`src/hw/rtl/ceu_pkg.sv`:
```
// Shared types and constants for the CHIP-8 execute unit.
// Holds the word structs, opcode and status codes; depends on nothing else.
`default_nettype none

package ceu_pkg;

  localparam int unsigned AddrWidth = 12;
  localparam int unsigned RegCount  = 16;

  // High nibble of an instruction word.
  typedef enum logic [3:0] {
    OP_SYS     = 4'h0,
    OP_JP      = 4'h1,
    OP_CALL    = 4'h2,
    OP_SE_KK   = 4'h3,
    OP_SNE_KK  = 4'h4,
    OP_SE_XY   = 4'h5,
    OP_LD_KK   = 4'h6,
    OP_ADD_KK  = 4'h7,
    OP_ALU     = 4'h8,
    OP_SNE_XY  = 4'h9,
    OP_LD_I    = 4'hA,
    OP_JP_V0   = 4'hB,
    OP_RND     = 4'hC,
    OP_DRW     = 4'hD,
    OP_KEY     = 4'hE,
    OP_MISC    = 4'hF
  } op_e;

  // Low nibble of an 8xyN word.
  typedef enum logic [3:0] {
    ALU_LD   = 4'h0,
    ALU_OR   = 4'h1,
    ALU_AND  = 4'h2,
    ALU_XOR  = 4'h3,
    ALU_ADD  = 4'h4,
    ALU_SUB  = 4'h5,
    ALU_SHR  = 4'h6,
    ALU_SUBN = 4'h7,
    ALU_SHL  = 4'hE
  } alu_e;

  typedef enum logic [1:0] {
    ST_OK          = 2'd0,
    ST_UNSUPPORTED = 2'd1,
    ST_OVERFLOW    = 2'd2,
    ST_UNDERFLOW   = 2'd3
  } status_e;

  localparam logic [15:0] RetWord = 16'h00EE;
  localparam logic [3:0]  FlagReg = 4'hF;
  localparam logic [11:0] PcReset = 12'd512;

  typedef struct packed {
    logic [15:0] instruction;
    logic [7:0]  random_byte;
  } in_word_t;

  typedef struct packed {
    logic [11:0] next_pc;
    logic [11:0] index_value;
    logic [3:0]  written_reg;
    logic [7:0]  written_value;
    logic        reg_written;
    status_e     status;
  } out_word_t;

endpackage

`default_nettype wire

```
`src/hw/rtl/ceu_ram.sv`:
```
// Generic single-port-write, single-port-read RAM with a registered read.
// Used for the return stack of the CHIP-8 execute unit; no dependencies.
`default_nettype none

module ceu_ram #(
  parameter int unsigned WIDTH = 12,
  parameter int unsigned DEPTH = 16
) (
  input  wire logic                     clk_i,
  input  wire logic                     we_i,
  input  wire logic [$clog2(DEPTH)-1:0] waddr_i,
  input  wire logic [WIDTH-1:0]         wdata_i,
  input  wire logic [$clog2(DEPTH)-1:0] raddr_i,
  output      logic [WIDTH-1:0]         rdata_o
);

  logic [WIDTH-1:0] mem_q [DEPTH];

  always_ff @(posedge clk_i) begin
    if (we_i) begin
      mem_q[waddr_i] <= wdata_i;
    end
    rdata_o <= mem_q[raddr_i];
  end

endmodule

`default_nettype wire

```
`src/hw/rtl/chip8_execute_unit.sv`:
```
// CHIP-8 instruction execute unit: top level, uses ceu_pkg and ceu_ram.
// A taken word waits in the input register; its result is loaded into the output register once that can take it.
// Throughput: one instruction word per cycle while the output is not stalled.
// Reset: program counter loads 512, V registers, index and stack level clear to zero.
// Return stack contents are undefined after reset; only pushed entries are ever used as return addresses.
// Writing entry_address reloads the program counter immediately.
`default_nettype none

module chip8_execute_unit #(
  parameter int unsigned STACK_DEPTH = 16
) (
  input  wire logic               clk_i,
  input  wire logic               rst_ni,
  // Configuration: entry address
  input  wire logic               cfg_we_i,
  input  wire logic [11:0]        cfg_wdata_i,
  // Instruction words in
  input  wire logic               in_valid_i,
  output      logic               in_stall_o,
  input  wire ceu_pkg::in_word_t  in_data_i,
  // Result words out
  output      logic               out_valid_o,
  input  wire logic               out_stall_i,
  output      ceu_pkg::out_word_t out_data_o
);

  // Stack level counts 0..STACK_DEPTH, the RAM address only 0..STACK_DEPTH-1.
  localparam int unsigned LvlWidth = $clog2(STACK_DEPTH + 1);
  localparam int unsigned SpWidth  = $clog2(STACK_DEPTH);
  localparam logic [LvlWidth-1:0] LvlFull = LvlWidth'(STACK_DEPTH);

  // ---------------------------------------------------------------------------
  // Input register. The word waits here until the output register can take
  // its result; the architectural state is updated in that same cycle.
  // ---------------------------------------------------------------------------
  logic              in_valid_q, in_valid_d;
  ceu_pkg::in_word_t in_word_q;
  logic              in_take;
  logic              advance;

  logic               out_valid_q, out_valid_d;
  ceu_pkg::out_word_t out_word_q, out_word_d;

  assign advance    = in_valid_q & (~out_valid_q | ~out_stall_i);
  assign in_stall_o = in_valid_q & ~advance;
  assign in_take    = in_valid_i & ~in_stall_o;
  assign in_valid_d = in_take | (in_valid_q & ~advance);

  // ---------------------------------------------------------------------------
  // Architectural state.
  // ---------------------------------------------------------------------------
  logic [11:0]         entry_q;
  logic [11:0]         pc_q, pc_d;
  logic [11:0]         index_q, index_d;
  logic [7:0]          vregs_q [ceu_pkg::RegCount];
  logic [LvlWidth-1:0] level_q, level_d;
  // The top of the return stack is kept in a register so a return needs no
  // RAM read in its own cycle. The RAM keeps reading the entry below the top
  // so a following return finds it ready.
  logic [11:0]         top_q, top_d;

  logic                stk_we;
  logic [11:0]         stk_rdata;
  logic [LvlWidth-1:0] rd_level;
  logic [SpWidth-1:0]  stk_raddr;

  assign rd_level  = level_d - LvlWidth'(2);
  assign stk_raddr = rd_level[SpWidth-1:0];

  ceu_ram #(
    .WIDTH (12),
    .DEPTH (STACK_DEPTH)
  ) u_stack (
    .clk_i   (clk_i),
    .we_i    (stk_we),
    .waddr_i (level_q[SpWidth-1:0]),
    .wdata_i (top_d),
    .raddr_i (stk_raddr),
    .rdata_o (stk_rdata)
  );

  // ---------------------------------------------------------------------------
  // Decode and execute.
  // ---------------------------------------------------------------------------
  ceu_pkg::op_e     op;
  ceu_pkg::alu_e    alu_op;
  ceu_pkg::status_e status;
  logic [11:0]      nnn;
  logic [7:0]       kk;
  logic [3:0]       x_idx, y_idx, n_low;
  logic [7:0]       vx, vy;
  logic [11:0]      pc_adv;
  logic [8:0]       sum9;
  logic             skip;
  logic             wr;
  logic [7:0]       wval;
  logic             flag_we;
  logic             flag_val;
  logic             push, pop;

  assign op     = ceu_pkg::op_e'(in_word_q.instruction[15:12]);
  assign alu_op = ceu_pkg::alu_e'(in_word_q.instruction[3:0]);
  assign nnn    = in_word_q.instruction[11:0];
  assign kk     = in_word_q.instruction[7:0];
  assign x_idx  = in_word_q.instruction[11:8];
  assign y_idx  = in_word_q.instruction[7:4];
  assign n_low  = in_word_q.instruction[3:0];
  assign vx     = vregs_q[x_idx];
  assign vy     = vregs_q[y_idx];
  assign pc_adv = pc_q + 12'd2;
  assign sum9   = {1'b0, vx} + {1'b0, vy};

  always_comb begin
    status   = ceu_pkg::ST_OK;
    skip     = 1'b0;
    wr       = 1'b0;
    wval     = 8'd0;
    flag_we  = 1'b0;
    flag_val = 1'b0;
    push     = 1'b0;
    pop      = 1'b0;
    pc_d     = pc_adv;
    index_d  = index_q;

    unique case (op)
      ceu_pkg::OP_SYS: begin
        if (in_word_q.instruction == ceu_pkg::RetWord) begin
          if (level_q == '0) begin
            status = ceu_pkg::ST_UNDERFLOW;
          end else begin
            pop  = 1'b1;
            pc_d = top_q;
          end
        end else begin
          status = ceu_pkg::ST_UNSUPPORTED;
        end
      end
      ceu_pkg::OP_JP: pc_d = nnn;
      ceu_pkg::OP_CALL: begin
        if (level_q == LvlFull) begin
          status = ceu_pkg::ST_OVERFLOW;
        end else begin
          push = 1'b1;
          pc_d = nnn;
        end
      end
      ceu_pkg::OP_SE_KK:  skip = (vx == kk);
      ceu_pkg::OP_SNE_KK: skip = (vx != kk);
      ceu_pkg::OP_SE_XY: begin
        if (n_low == 4'd0) begin
          skip = (vx == vy);
        end else begin
          status = ceu_pkg::ST_UNSUPPORTED;
        end
      end
      ceu_pkg::OP_LD_KK: begin
        wr   = 1'b1;
        wval = kk;
      end
      ceu_pkg::OP_ADD_KK: begin
        wr   = 1'b1;
        wval = vx + kk;
      end
      ceu_pkg::OP_ALU: begin
        unique case (alu_op)
          ceu_pkg::ALU_LD: begin
            wr   = 1'b1;
            wval = vy;
          end
          ceu_pkg::ALU_OR: begin
            wr   = 1'b1;
            wval = vx | vy;
          end
          ceu_pkg::ALU_AND: begin
            wr   = 1'b1;
            wval = vx & vy;
          end
          ceu_pkg::ALU_XOR: begin
            wr   = 1'b1;
            wval = vx ^ vy;
          end
          ceu_pkg::ALU_ADD: begin
            flag_we  = 1'b1;
            flag_val = sum9[8];
            wr       = 1'b1;
            wval     = sum9[7:0];
          end
          ceu_pkg::ALU_SUB: begin
            flag_we  = 1'b1;
            flag_val = (vx > vy);
            wr       = 1'b1;
            wval     = vx - vy;
          end
          ceu_pkg::ALU_SHR: begin
            flag_we  = 1'b1;
            flag_val = vx[0];
            wr       = 1'b1;
            wval     = {1'b0, vx[7:1]};
          end
          ceu_pkg::ALU_SUBN: begin
            flag_we  = 1'b1;
            flag_val = (vy > vx);
            wr       = 1'b1;
            wval     = vy - vx;
          end
          ceu_pkg::ALU_SHL: begin
            flag_we  = 1'b1;
            flag_val = vx[7];
            wr       = 1'b1;
            wval     = {vx[6:0], 1'b0};
          end
          default: status = ceu_pkg::ST_UNSUPPORTED;
        endcase
      end
      ceu_pkg::OP_SNE_XY: begin
        if (n_low == 4'd0) begin
          skip = (vx != vy);
        end else begin
          status = ceu_pkg::ST_UNSUPPORTED;
        end
      end
      ceu_pkg::OP_LD_I:  index_d = nnn;
      ceu_pkg::OP_JP_V0: pc_d = nnn + {4'd0, vregs_q[0]};
      ceu_pkg::OP_RND: begin
        wr   = 1'b1;
        wval = in_word_q.random_byte & kk;
      end
      default: status = ceu_pkg::ST_UNSUPPORTED;
    endcase

    if (skip) begin
      pc_d = pc_adv + 12'd2;
    end
  end

  // Stack bookkeeping. A push stores the return address both in the RAM and
  // in the top register; a pop takes the new top from the prefetched RAM read.
  always_comb begin
    level_d = level_q;
    top_d   = top_q;
    stk_we  = 1'b0;
    if (advance && push) begin
      level_d = level_q + LvlWidth'(1);
      top_d   = pc_adv;
      stk_we  = 1'b1;
    end else if (advance && pop) begin
      level_d = level_q - LvlWidth'(1);
      top_d   = stk_rdata;
    end
  end

  always_comb begin
    out_word_d.next_pc       = pc_d;
    out_word_d.index_value   = index_d;
    out_word_d.written_reg   = wr ? x_idx : 4'd0;
    out_word_d.written_value = wr ? wval : 8'd0;
    out_word_d.reg_written   = wr;
    out_word_d.status        = status;
  end

  assign out_valid_d = advance | (out_valid_q & out_stall_i);

  // ---------------------------------------------------------------------------
  // Registers.
  // ---------------------------------------------------------------------------
  always_ff @(posedge clk_i or negedge rst_ni) begin
    if (!rst_ni) begin
      in_valid_q  <= 1'b0;
      out_valid_q <= 1'b0;
      entry_q     <= ceu_pkg::PcReset;
      pc_q        <= ceu_pkg::PcReset;
      index_q     <= 12'd0;
      level_q     <= '0;
      for (int i = 0; i < ceu_pkg::RegCount; i++) begin
        vregs_q[i] <= 8'd0;
      end
    end else begin
      in_valid_q  <= in_valid_d;
      out_valid_q <= out_valid_d;
      if (cfg_we_i) begin
        // The user must write configuration only while the unit is idle; the unit does not enforce it.
        entry_q <= cfg_wdata_i;
        pc_q    <= cfg_wdata_i;
      end else if (advance) begin
        pc_q <= pc_d;
      end
      if (advance) begin
        index_q <= index_d;
        level_q <= level_d;
        // VF takes the flag unless it is also the destination, in which case
        // the result value wins.
        if (flag_we && (x_idx != ceu_pkg::FlagReg)) begin
          vregs_q[ceu_pkg::FlagReg] <= {7'd0, flag_val};
        end
        if (wr) begin
          vregs_q[x_idx] <= wval;
        end
      end
    end
  end

  always_ff @(posedge clk_i) begin
    if (in_take) begin
      in_word_q <= in_data_i;
    end
    if (advance) begin
      out_word_q <= out_word_d;
    end
    top_q <= top_d;
  end

  assign out_valid_o = out_valid_q;
  assign out_data_o  = out_word_q;

  // ---------------------------------------------------------------------------
  // Assertions.
  // ---------------------------------------------------------------------------
  a_level_bound : assert property (@(posedge clk_i) disable iff (!rst_ni)
    level_q <= LvlFull)
    else $error("return stack level beyond depth");

  a_push_count : assert property (@(posedge clk_i) disable iff (!rst_ni)
    (advance && push) |=> (level_q == $past(level_q) + LvlWidth'(1)))
    else $error("call did not raise the stack level");

  a_overflow_hold : assert property (@(posedge clk_i) disable iff (!rst_ni)
    (advance && status == ceu_pkg::ST_OVERFLOW) |=> $stable(level_q))
    else $error("stack level moved on overflow");

  a_result_loaded : assert property (@(posedge clk_i) disable iff (!rst_ni)
    advance |=> out_valid_q)
    else $error("executed word produced no result");

  a_word_held : assert property (@(posedge clk_i) disable iff (!rst_ni)
    (in_valid_q && !advance) |=> (in_valid_q && $stable(in_word_q)))
    else $error("waiting instruction word was lost");

  entry_unused_note : assert property (@(posedge clk_i) disable iff (!rst_ni)
    cfg_we_i |=> (pc_q == entry_q))
    else $error("program counter not reloaded from entry address");

endmodule

`default_nettype wire
```
`config.mk`:
```
export PLATFORM = sky130hd
export DESIGN_NAME = chip8_execute_unit
export DESIGN_NICKNAME = d
export VERILOG_FILES = /design/src/hw/rtl/ceu_pkg.sv /design/src/hw/rtl/ceu_ram.sv /design/src/hw/rtl/chip8_execute_unit.sv
export SDC_FILE = /design/constraint.sdc
export NUM_CORES = 1
export LEC_CHECK = 0
export BUFFER_PORTS_ARGS = -buffer_cell sky130_fd_sc_hd__buf_2
export CAP_MARGIN = 40
export CORE_MARGIN = 8
export CORE_UTILIZATION = 55
export CTS_CLUSTER_DIAMETER = 80
export DETAILED_ROUTE_END_ITERATION = 8
export PLACE_DENSITY_LB_ADDON = 0.2
export RECOVER_POWER = 50
export SYNTH_ARGS = -nofsm -noshare
export SYNTH_HDL_FRONTEND = slang
export SYNTH_SLANG_ARGS = --single-unit
export TNS_END_PERCENT = 20
```
`constraint.sdc`:
```
create_clock -name clk_i -period 5.65 [get_ports clk_i]
set_clock_uncertainty 0.1 [all_clocks]
set_input_delay 0 -clock clk_i [delete_from_list [all_inputs] [get_ports clk_i]]
set_output_delay 0 -clock clk_i [all_outputs]
set_load 0.02 [all_outputs]
```
==> results.py, run 1 <==
metrics = {
    "power": {
        "clkPwrFrac": 0.294,
        "peakVddDrop_mv": 0.303,
        "total_power_uw": 10400,
        "power_density_nw_per_um2": 409,
        "leakagePower_uw": 0.00972,
        "p_int_uw": 7070,
        "seq_power_share": 0.408,
        "p_comb_frac": 0.298,
        "swShare": 0.321,
        "switchingPower_uw": 3350,
    },
    "floorplanning": {
        "num_rows": 73,
        "die_area_sq_um": 47000,
        "die_w_um": 217,
        "pin_count": 82,
        "dieHeight_um": 217,
        "start_util": 0.558,
        "core_area_sq_um": 39700,
    },
    "placed_design": {
        "port-buffer-count": 81,
        "routabilityCongestion": 0.945,
        "dpl_cell_area_sq_um": 23500,
        "dp_hpwl_um": 42300,
    },
    "drt": {
        "wl_per_cell_um": 26.6,
        "ant_nets": 0,
        "drt_first_pass_iters": 8,
        "via_per_inst": 6.49,
        "drt_iter0_markers": 1865,
        "wl_um": 64800,
        "drcViolationCount": 0,
        "vias": 15900,
    },
    "timing": {
        "setup_viol": 0,
        "maxSlewViolCount": 202,
        "worst_pin_slew_ps": 3360,
        "grt_setup_unrepaired": "false",
        "tns_ps": 0,
        "min_period_over_period": 0.953,
        "maxSlewHeadroom": -1.24,
        "fin_crit_ps": 5390,
        "hold_viol_final": 0,
        "fmax_ghz": 0.186,
    },
    "logic_synthesis": {
        "synthArstFlopShare": 0.363,
        "ys_seq_area_frac": 0.547,
        "yosys_warnings": 0,
        "synth_edf_count": 255,
        "syn_nets": 1829,
        "synth_xor_area_frac": 0.0138,
        "ys_seq_elements": 438,
        "yosys.area_share.simple": 0.105,
        "synth_top_family_by_area": "multiplexers",
        "synth_compound_area_frac": 0.104,
        "synth_ff_type": "edfxtp_1",
        "yosys-top-cells-area": "edfxtp_1, dfrtp_1, mux4_2",
        "syn-instance-count": 1728,
        "syn_avg_cell_area_sq_um": 12.8,
        "synthMuxAreaShare": 0.164,
        "synth_cell_types": 86,
        "synth_fa_ha_area_frac": 0.0356,
        "synth.largest_area_cell": "edfxtp_1",
        "synth_top_area_share": 0.346,
        "syn_area_sq_um": 22200,
    },
    "cts": {
        "htreeDepth": 2,
        "clkLatencyLatePin_ps": 600,
        "numCtsBuffers": 46,
        "clockRootBuffer": "clkbuf_16",
        "cts_setup_buffers": 0,
        "cts_tree": "done",
        "clk_pin_slew_ps": 60,
        "clockBufferDepth": 3,
        "cts.sinks": 438,
    },
    "global_routing": {
        "grt_pass1_vias": 15500,
        "grt_max_degree": 62,
        "antenna_found_initial": 0,
        "grt_usage": 0.273,
        "grt_pass1_wl_um": 97600,
        "overflow": 0,
    },
    "flow_run": {
        "cap_violations": 5,
    },
    "final_layout": {
        "drive_gt1_frac": 0.178,
        "final_cell_mix": "edfxtp_1, a21oi_1, dfrtp_1, nor2_1, mux4_2",
        "syn_to_final_growth_pct": 14.9,
        "nets": 1979,
        "final_common_cell": "edfxtp_1",
        "design_area_sq_um": 25500,
        "antennaDiodeCount": 0,
    },
    "status": {
        "status": "complete, but fails checks",
        "violations": "max-capacitance violations, max-slew violations",
    },
    "worst_setup_path": {
        "cpMostUsedCell": "mux4_2",
        "cp.arrival_ps": 5770,
        "cp_top_family": "compound AO/OA/AOI/OAI gates",
        "critical_path_buf_inv_count": 2,
        "rrSetupSlack_ps": 260,
        "path_cells": "buf_12, mux4_2, mux4_2, inv_1, ha_1, or4_1, nor2_1, mux2i_1, o22ai_1, o21a_1, a211oi_1, a311o_1, a21o_1",
        "critical_path.max_stage_delay_ps": 600,
        "crit_path_end_kind": "flip-flop",
        "crit_slowest_cell": "or4_1",
        "start_kind": "flip-flop",
        "critPathRequiredTime_ps": 6040,
        "cp_max_fo": 42,
        "crit_type": "flip-flop to flip-flop",
    },
    "min_path": {
        "min_path_type": "input port to flip-flop",
    },
}
## power by group through the flow
stage | clock network (uW) | registers [uW] | logic, uW
after floorplan | 0 | 4180 | 2240
final | 3060 | 4250 | 3100
after global placement | 0 | 4280 | 3010
after CTS | 3100 | 4240 | 3140
after detailed placement | 0 | 4290 | 3080
after global routing | 3200 | 4290 | 3360
## logic make-up after synthesis
| family | after synthesis |
|---|---|
| compound gates | 365 |
| xor+xnor | 34 |
| fa+ha+maj | 60 |
| buf+inv | 170 |
| flops | 438 |
| mux | 183 |
| simple gates | 478 |
## worst reg2reg max path: cells and delay by family (launching register included)
family          cells  cell delay, ps
buf+inv             2             420
mux                 3            1300
compound gates      5            1760
simple gates        2             970
flops               1             370
fa+ha+maj           1             370
## flip-flops by register name, indices dropped and copies added, names as in the netlist
name	flops
in_valid_q	1
pc_q	12
vregs_q	128
u_stack.mem_q	192
index_q	12
level_q	5
top_q	12
out_valid_o	1
u_stack.rdata_o	12
out_data_o	39
alu_op	4
in_word_q	20
## metal layers
metal,wire length (um),vias up,GRT usage
li1,-,6862,-
met1,27300,8026,0.399
met4,1950,0,0.0866
met2,29200,830,0.408
met3,6310,133,0.0589
met5,0,-,0
## worst paths after layout
path                                         startpoint                       to  cells after the start
min in group asynchronous                        rst_ni  vregs_q[34]$_DFFE_PN0P_                      4
worst min register to register   index_q[6]$_DFFE_PN0P_   index_q[6]$_DFFE_PN0P_                      2
worst min-delay path                       in_data_i[7]   in_word_q[7]$_DFFE_PP_                      2
max in group asynchronous                        rst_ni  vregs_q[62]$_DFFE_PN0P_                      4
worst max-delay path            in_word_q[16]$_DFFE_PP_      pc_q[2]$_DFFE_PN0P_                     13
worst max register to register  in_word_q[16]$_DFFE_PP_      pc_q[2]$_DFFE_PN0P_                     13
## area by class of cell
cell class	instances	area, sq um
Clock buffer	63	1260
Clock inverter	23	274
Fill cell	2971	14300
Inverter	55	206
Multi-Input combinational cell	1120	9400
Sequential cell	438	12100
Tap cell	525	657
Timing Repair Buffer	217	1540
## timing repair
action	CTS	global route
hold buffers	61	0
resized for setup	0	0
hold endpoints to repair	163	0
## synth_stat cells (all sizes together) (9+ instances only)
library cell    n
a21oi         160
xor2           13
mux2           21
nor4           11
nor3b          22
edfxtp        255
and2           19
dfxtp          24
and3           13
nand2b         22
a211oi         12
dfrtp         158
o22ai          19
mux2i          21
o31ai           9
inv            53
mux4          141
nor2          157
nand3          24
ha             55
nor3           31
nand2         128
xnor2          21
o21ai          58
clkbuf         73
buf            42
a21o           20
## through the flow
step           hold slack, ps  utilization  std cells  worst slack (ps)
4_1_cts                  3.47        0.646       2440               356
3_5_place_dp             -115        0.591       2293               421
5_1_grt                  16.3        0.641       2441              36.8
2_1_floorplan            -396            -       1728               692
3_3_place_gp             -116        0.589       2286               549
6_report                 19.1        0.641       2441               263
(Power assumes the default switching activity.)
==> inputs of run 2 (changes only) <==
--- a/config.mk
+++ b/config.mk
@@ -5,6 +5,7 @@
 export SDC_FILE = /design/constraint.sdc
 export NUM_CORES = 1
 export LEC_CHECK = 0
+export ABC_AREA = 1
 export BUFFER_PORTS_ARGS = -buffer_cell sky130_fd_sc_hd__buf_2
 export CAP_MARGIN = 40
 export CORE_MARGIN = 8
==> run 2 against run 1 <==
  * Largest cell class unchanged
  * The run still ends with max-capacitance violations, max-slew violations left
  * Sequential share of layout area is 3.1 points lower
  * Critical endpoint is now pc_q[9]$_DFFE_PN1P_
  * Sequential cell count stayed put
  * Via count is 34% higher
  * Synthesized cell count is 73% higher
  * Worst setup slack better by 180 ps
  * Combinational power is 1% higher
  * First-iteration DRC count is 30% higher
  * Routed wire length is 18% higher
==> results.py, run 2 <==
metrics = {
    "worst_setup_path": {
        "worstRegToRegCells": 25,
        "crit_path_end_kind": "flip-flop",
        "critical_path.max_stage_delay_ps": 560,
        "crit_slowest_cell": "dlygate4sd3_1",
        "reg2reg_from": "in_word_q[16]$_DFFE_PP_",
        "rrSetupSlack_ps": 440,
        "critPathRequiredTime_ps": 6090,
        "cp_max_fo": 31,
        "cpMostUsedCell": "nand2_1",
        "reg2reg_to": "pc_q[9]$_DFFE_PN1P_",
        "crit_type": "flip-flop to flip-flop",
        "cp.arrival_ps": 5650,
        "start_kind": "flip-flop",
    },
    "drt": {
        "drcViolationCount": 0,
        "drt_first_pass_iters": 5,
        "vias": 21300,
        "wl_per_cell_um": 20.2,
        "wl_um": 76300,
        "drt_iter0_markers": 2416,
        "via_per_inst": 5.63,
        "ant_nets": 0,
        "top_layer": "met5",
        "met2_length_um": 35900,
        "met1_length_um": 29700,
        "wl_met3_um": 6070,
    },
    "logic_synthesis": {
        "synth_ff_type": "edfxtp_1",
        "synthArstFlopShare": 0.363,
        "ys_seq_elements": 438,
        "yosys.area_share.simple": 0.271,
        "synth_top_family_by_area": "simple AND/OR/NAND/NOR gates",
        "synth_commonest_cells": "nand2_1, inv_1, edfxtp_1, o21ai_0, nand3_1",
        "synthMuxAreaShare": 0,
        "synth.largest_area_cell": "edfxtp_1",
        "syn_nets": 3088,
        "synth_xor_area_frac": 0.00656,
        "syn_avg_cell_area_sq_um": 7.98,
        "synth_top_area_share": 0.321,
        "yosys-top-cells-area": "edfxtp_1, dfrtp_1, nand2_1",
        "synth_compound_area_frac": 0.0982,
        "synth_cell_types": 47,
        "ys_seq_area_frac": 0.508,
        "synth.most_common_cell": "nand2_1",
        "syn-instance-count": 2987,
        "yosys_warnings": 0,
        "synth_fa_ha_area_frac": 0.0331,
        "synth_edf_count": 255,
        "syn_area_sq_um": 23800,
    },
    "timing": {
        "setup_viol": 0,
        "worst_pin_slew_ps": 3770,
        "maxSlewHeadroom": -1.51,
        "fin_crit_ps": 5210,
        "fmax_ghz": 0.192,
        "maxSlewViolCount": 164,
        "grt_setup_unrepaired": "false",
        "fin_ws_ps": 441,
        "tns_ps": 0,
        "min_period_over_period": 0.922,
        "whs_ps": 16.5,
        "hold_viol_final": 0,
    },
    "min_path": {
        "min_path_type": "input port to flip-flop",
        "holdPathEnd": "in_word_q[16]$_DFFE_PP_",
        "hold_depth": 2,
        "worstHoldStart": "in_data_i[16]",
    },
    "floorplanning": {
        "die_area_sq_um": 50300,
        "dieHeight_um": 224,
        "pin_count": 82,
        "num_rows": 76,
        "core_area_sq_um": 43000,
        "start_util": 0.555,
        "die_w_um": 224,
    },
    "power": {
        "power_density_nw_per_um2": 386,
        "p_int_uw": 6700,
        "p_comb_frac": 0.299,
        "clkPwrFrac": 0.306,
        "swShare": 0.363,
        "switchingPower_uw": 3810,
        "leakagePower_uw": 0.0125,
        "seq_power_share": 0.395,
        "peakVddDrop_mv": 0.347,
    },
    "global_routing": {
        "antenna_found_initial": 3,
        "overflow": 0,
        "grt_pass1_wl_um": 117000,
        "grt_usage": 0.299,
        "grt_max_degree": 78,
        "grt_pass1_vias": 20400,
    },
    "status": {
        "violations": "max-capacitance violations, max-slew violations",
        "status": "complete, but fails checks",
    },
    "cts": {
        "cts_resized": 0,
        "htreeDepth": 2,
        "cts_tree": "done",
        "cts.sinks": 438,
        "clkLatencyLatePin_ps": 610,
        "cts_setup_buffers": 0,
        "clockRootBuffer": "clkbuf_16",
        "clk_pin_slew_ps": 60,
        "clockBufferDepth": 3,
        "numCtsBuffers": 49,
    },
    "final_layout": {
        "final_cell_mix": "nand2_1, inv_1, edfxtp_1, o21ai_0, nand3_1",
        "seqCellArea_sq_um": 12100,
        "nets": 3250,
        "num-fill-cells": 3707,
        "syn_to_final_growth_pct": 14.3,
        "final_common_cell": "nand2_1",
        "largest_reg_flops": 192,
        "multi_input_area_sq_um": 9710,
        "regMostFlops": "u_stack.mem_q",
        "drive_gt1_frac": 0.0706,
    },
    "flow_run": {
        "cap_violations": 4,
    },
    "placed_design": {
        "port-buffer-count": 81,
        "dp_worst_setup_slack_ps": 1020,
        "routabilityCongestion": 0.982,
        "dp_hpwl_um": 52700,
    },
}
-- run 2: cell types whose count changed in the layout (fill, tap and decap cells not counted), moves of 55 or more --
cell / change
nand2_1: +924
inv_1: +287
nand3_1: +216
o21ai_0: +190
mux4_2: -140
a21oi_1: -55
-- run 2: how the worst max path moves through the flow --
stage | from | end | slack, ps | depth (start not counted)
after floorplan | in_word_q[16]$_DFFE_PP_ | out_data_o[7]$_SDFFCE_PN0P_ | 2170 | 21
after global placement | in_word_q[16]$_DFFE_PP_ | out_data_o[34]$_DFFE_PP_ | 990 | 22
after detailed placement | in_word_q[16]$_DFFE_PP_ | vregs_q[79]$_DFFE_PN0P_ | 1020 | 24
after CTS | in_word_q[16]$_DFFE_PP_ | pc_q[6]$_DFFE_PN0P_ | 530 | 25
after global routing | in_word_q[16]$_DFFE_PP_ | pc_q[9]$_DFFE_PN1P_ | 10 | 25
final | in_word_q[16]$_DFFE_PP_ | pc_q[9]$_DFFE_PN1P_ | 440 | 25
-- run 2: repair_timing --
action | CTS | global route
endpoints found under the hold margin | 171 | 0
setup endpoints to repair | 0 | 0
hold buffers | 73 | 0
-- run 2: critical path: cells and delay by family, from the launching register on --
kind	cells	cell delay, ps
and+or+nand+nor	16	2540
AOI/OAI and AO/OA	1	70
adders and majority gates	1	420
DFF	1	420
buffers and inverters	7	1570
-- run 2: kinds of logic after synthesis --
group	count (synthesis)
simple gates	1558
flops	438
xor+xnor	14
buf+inv	479
fa+ha+maj	60
compound gates	438
-- run 2: metal layers --
metal / track usage / vias up
li1: - / 10000
met1: 0.376 / 9946
met2: 0.492 / 1056
met3: 0.0516 / 245
met4: 0.163 / 2
met5: 0 / -
-- run 2: cell type report --
type,instances,area share
diodes,3,0.000275
clock buffers,63,0.0488
clock inverters,28,0.0108
inverters,356,0.0490
multi-input cells,2070,0.356
flip-flops and latches,438,0.445
well taps,585,0.0269
repair buffers,234,0.0631
-- run 2: power by group through the flow --
stage          clock network [uW]  registers [uW]  logic, uW
6_report                     3220            4160       3140
2_1_floorplan                   0            4170       2010
3_3_place_gp                    0            4190       3010
3_5_place_dp                    0            4200       3080
5_1_grt                      3380            4180       3450
4_1_cts                      3260            4140       3150
-- run 2: through the flow --
step           instance area (sq um)  utilization  total power (uW)  std cells
2_1_floorplan                  23800            -              6180       2987
3_3_place_gp                   24800        0.577              7200       3584
3_5_place_dp                   25100        0.584              7280       3609
4_1_cts                        27500        0.639             10600       3773
5_1_grt                        27200        0.634             11000       3776
6_report                       27200        0.634             10500       3777
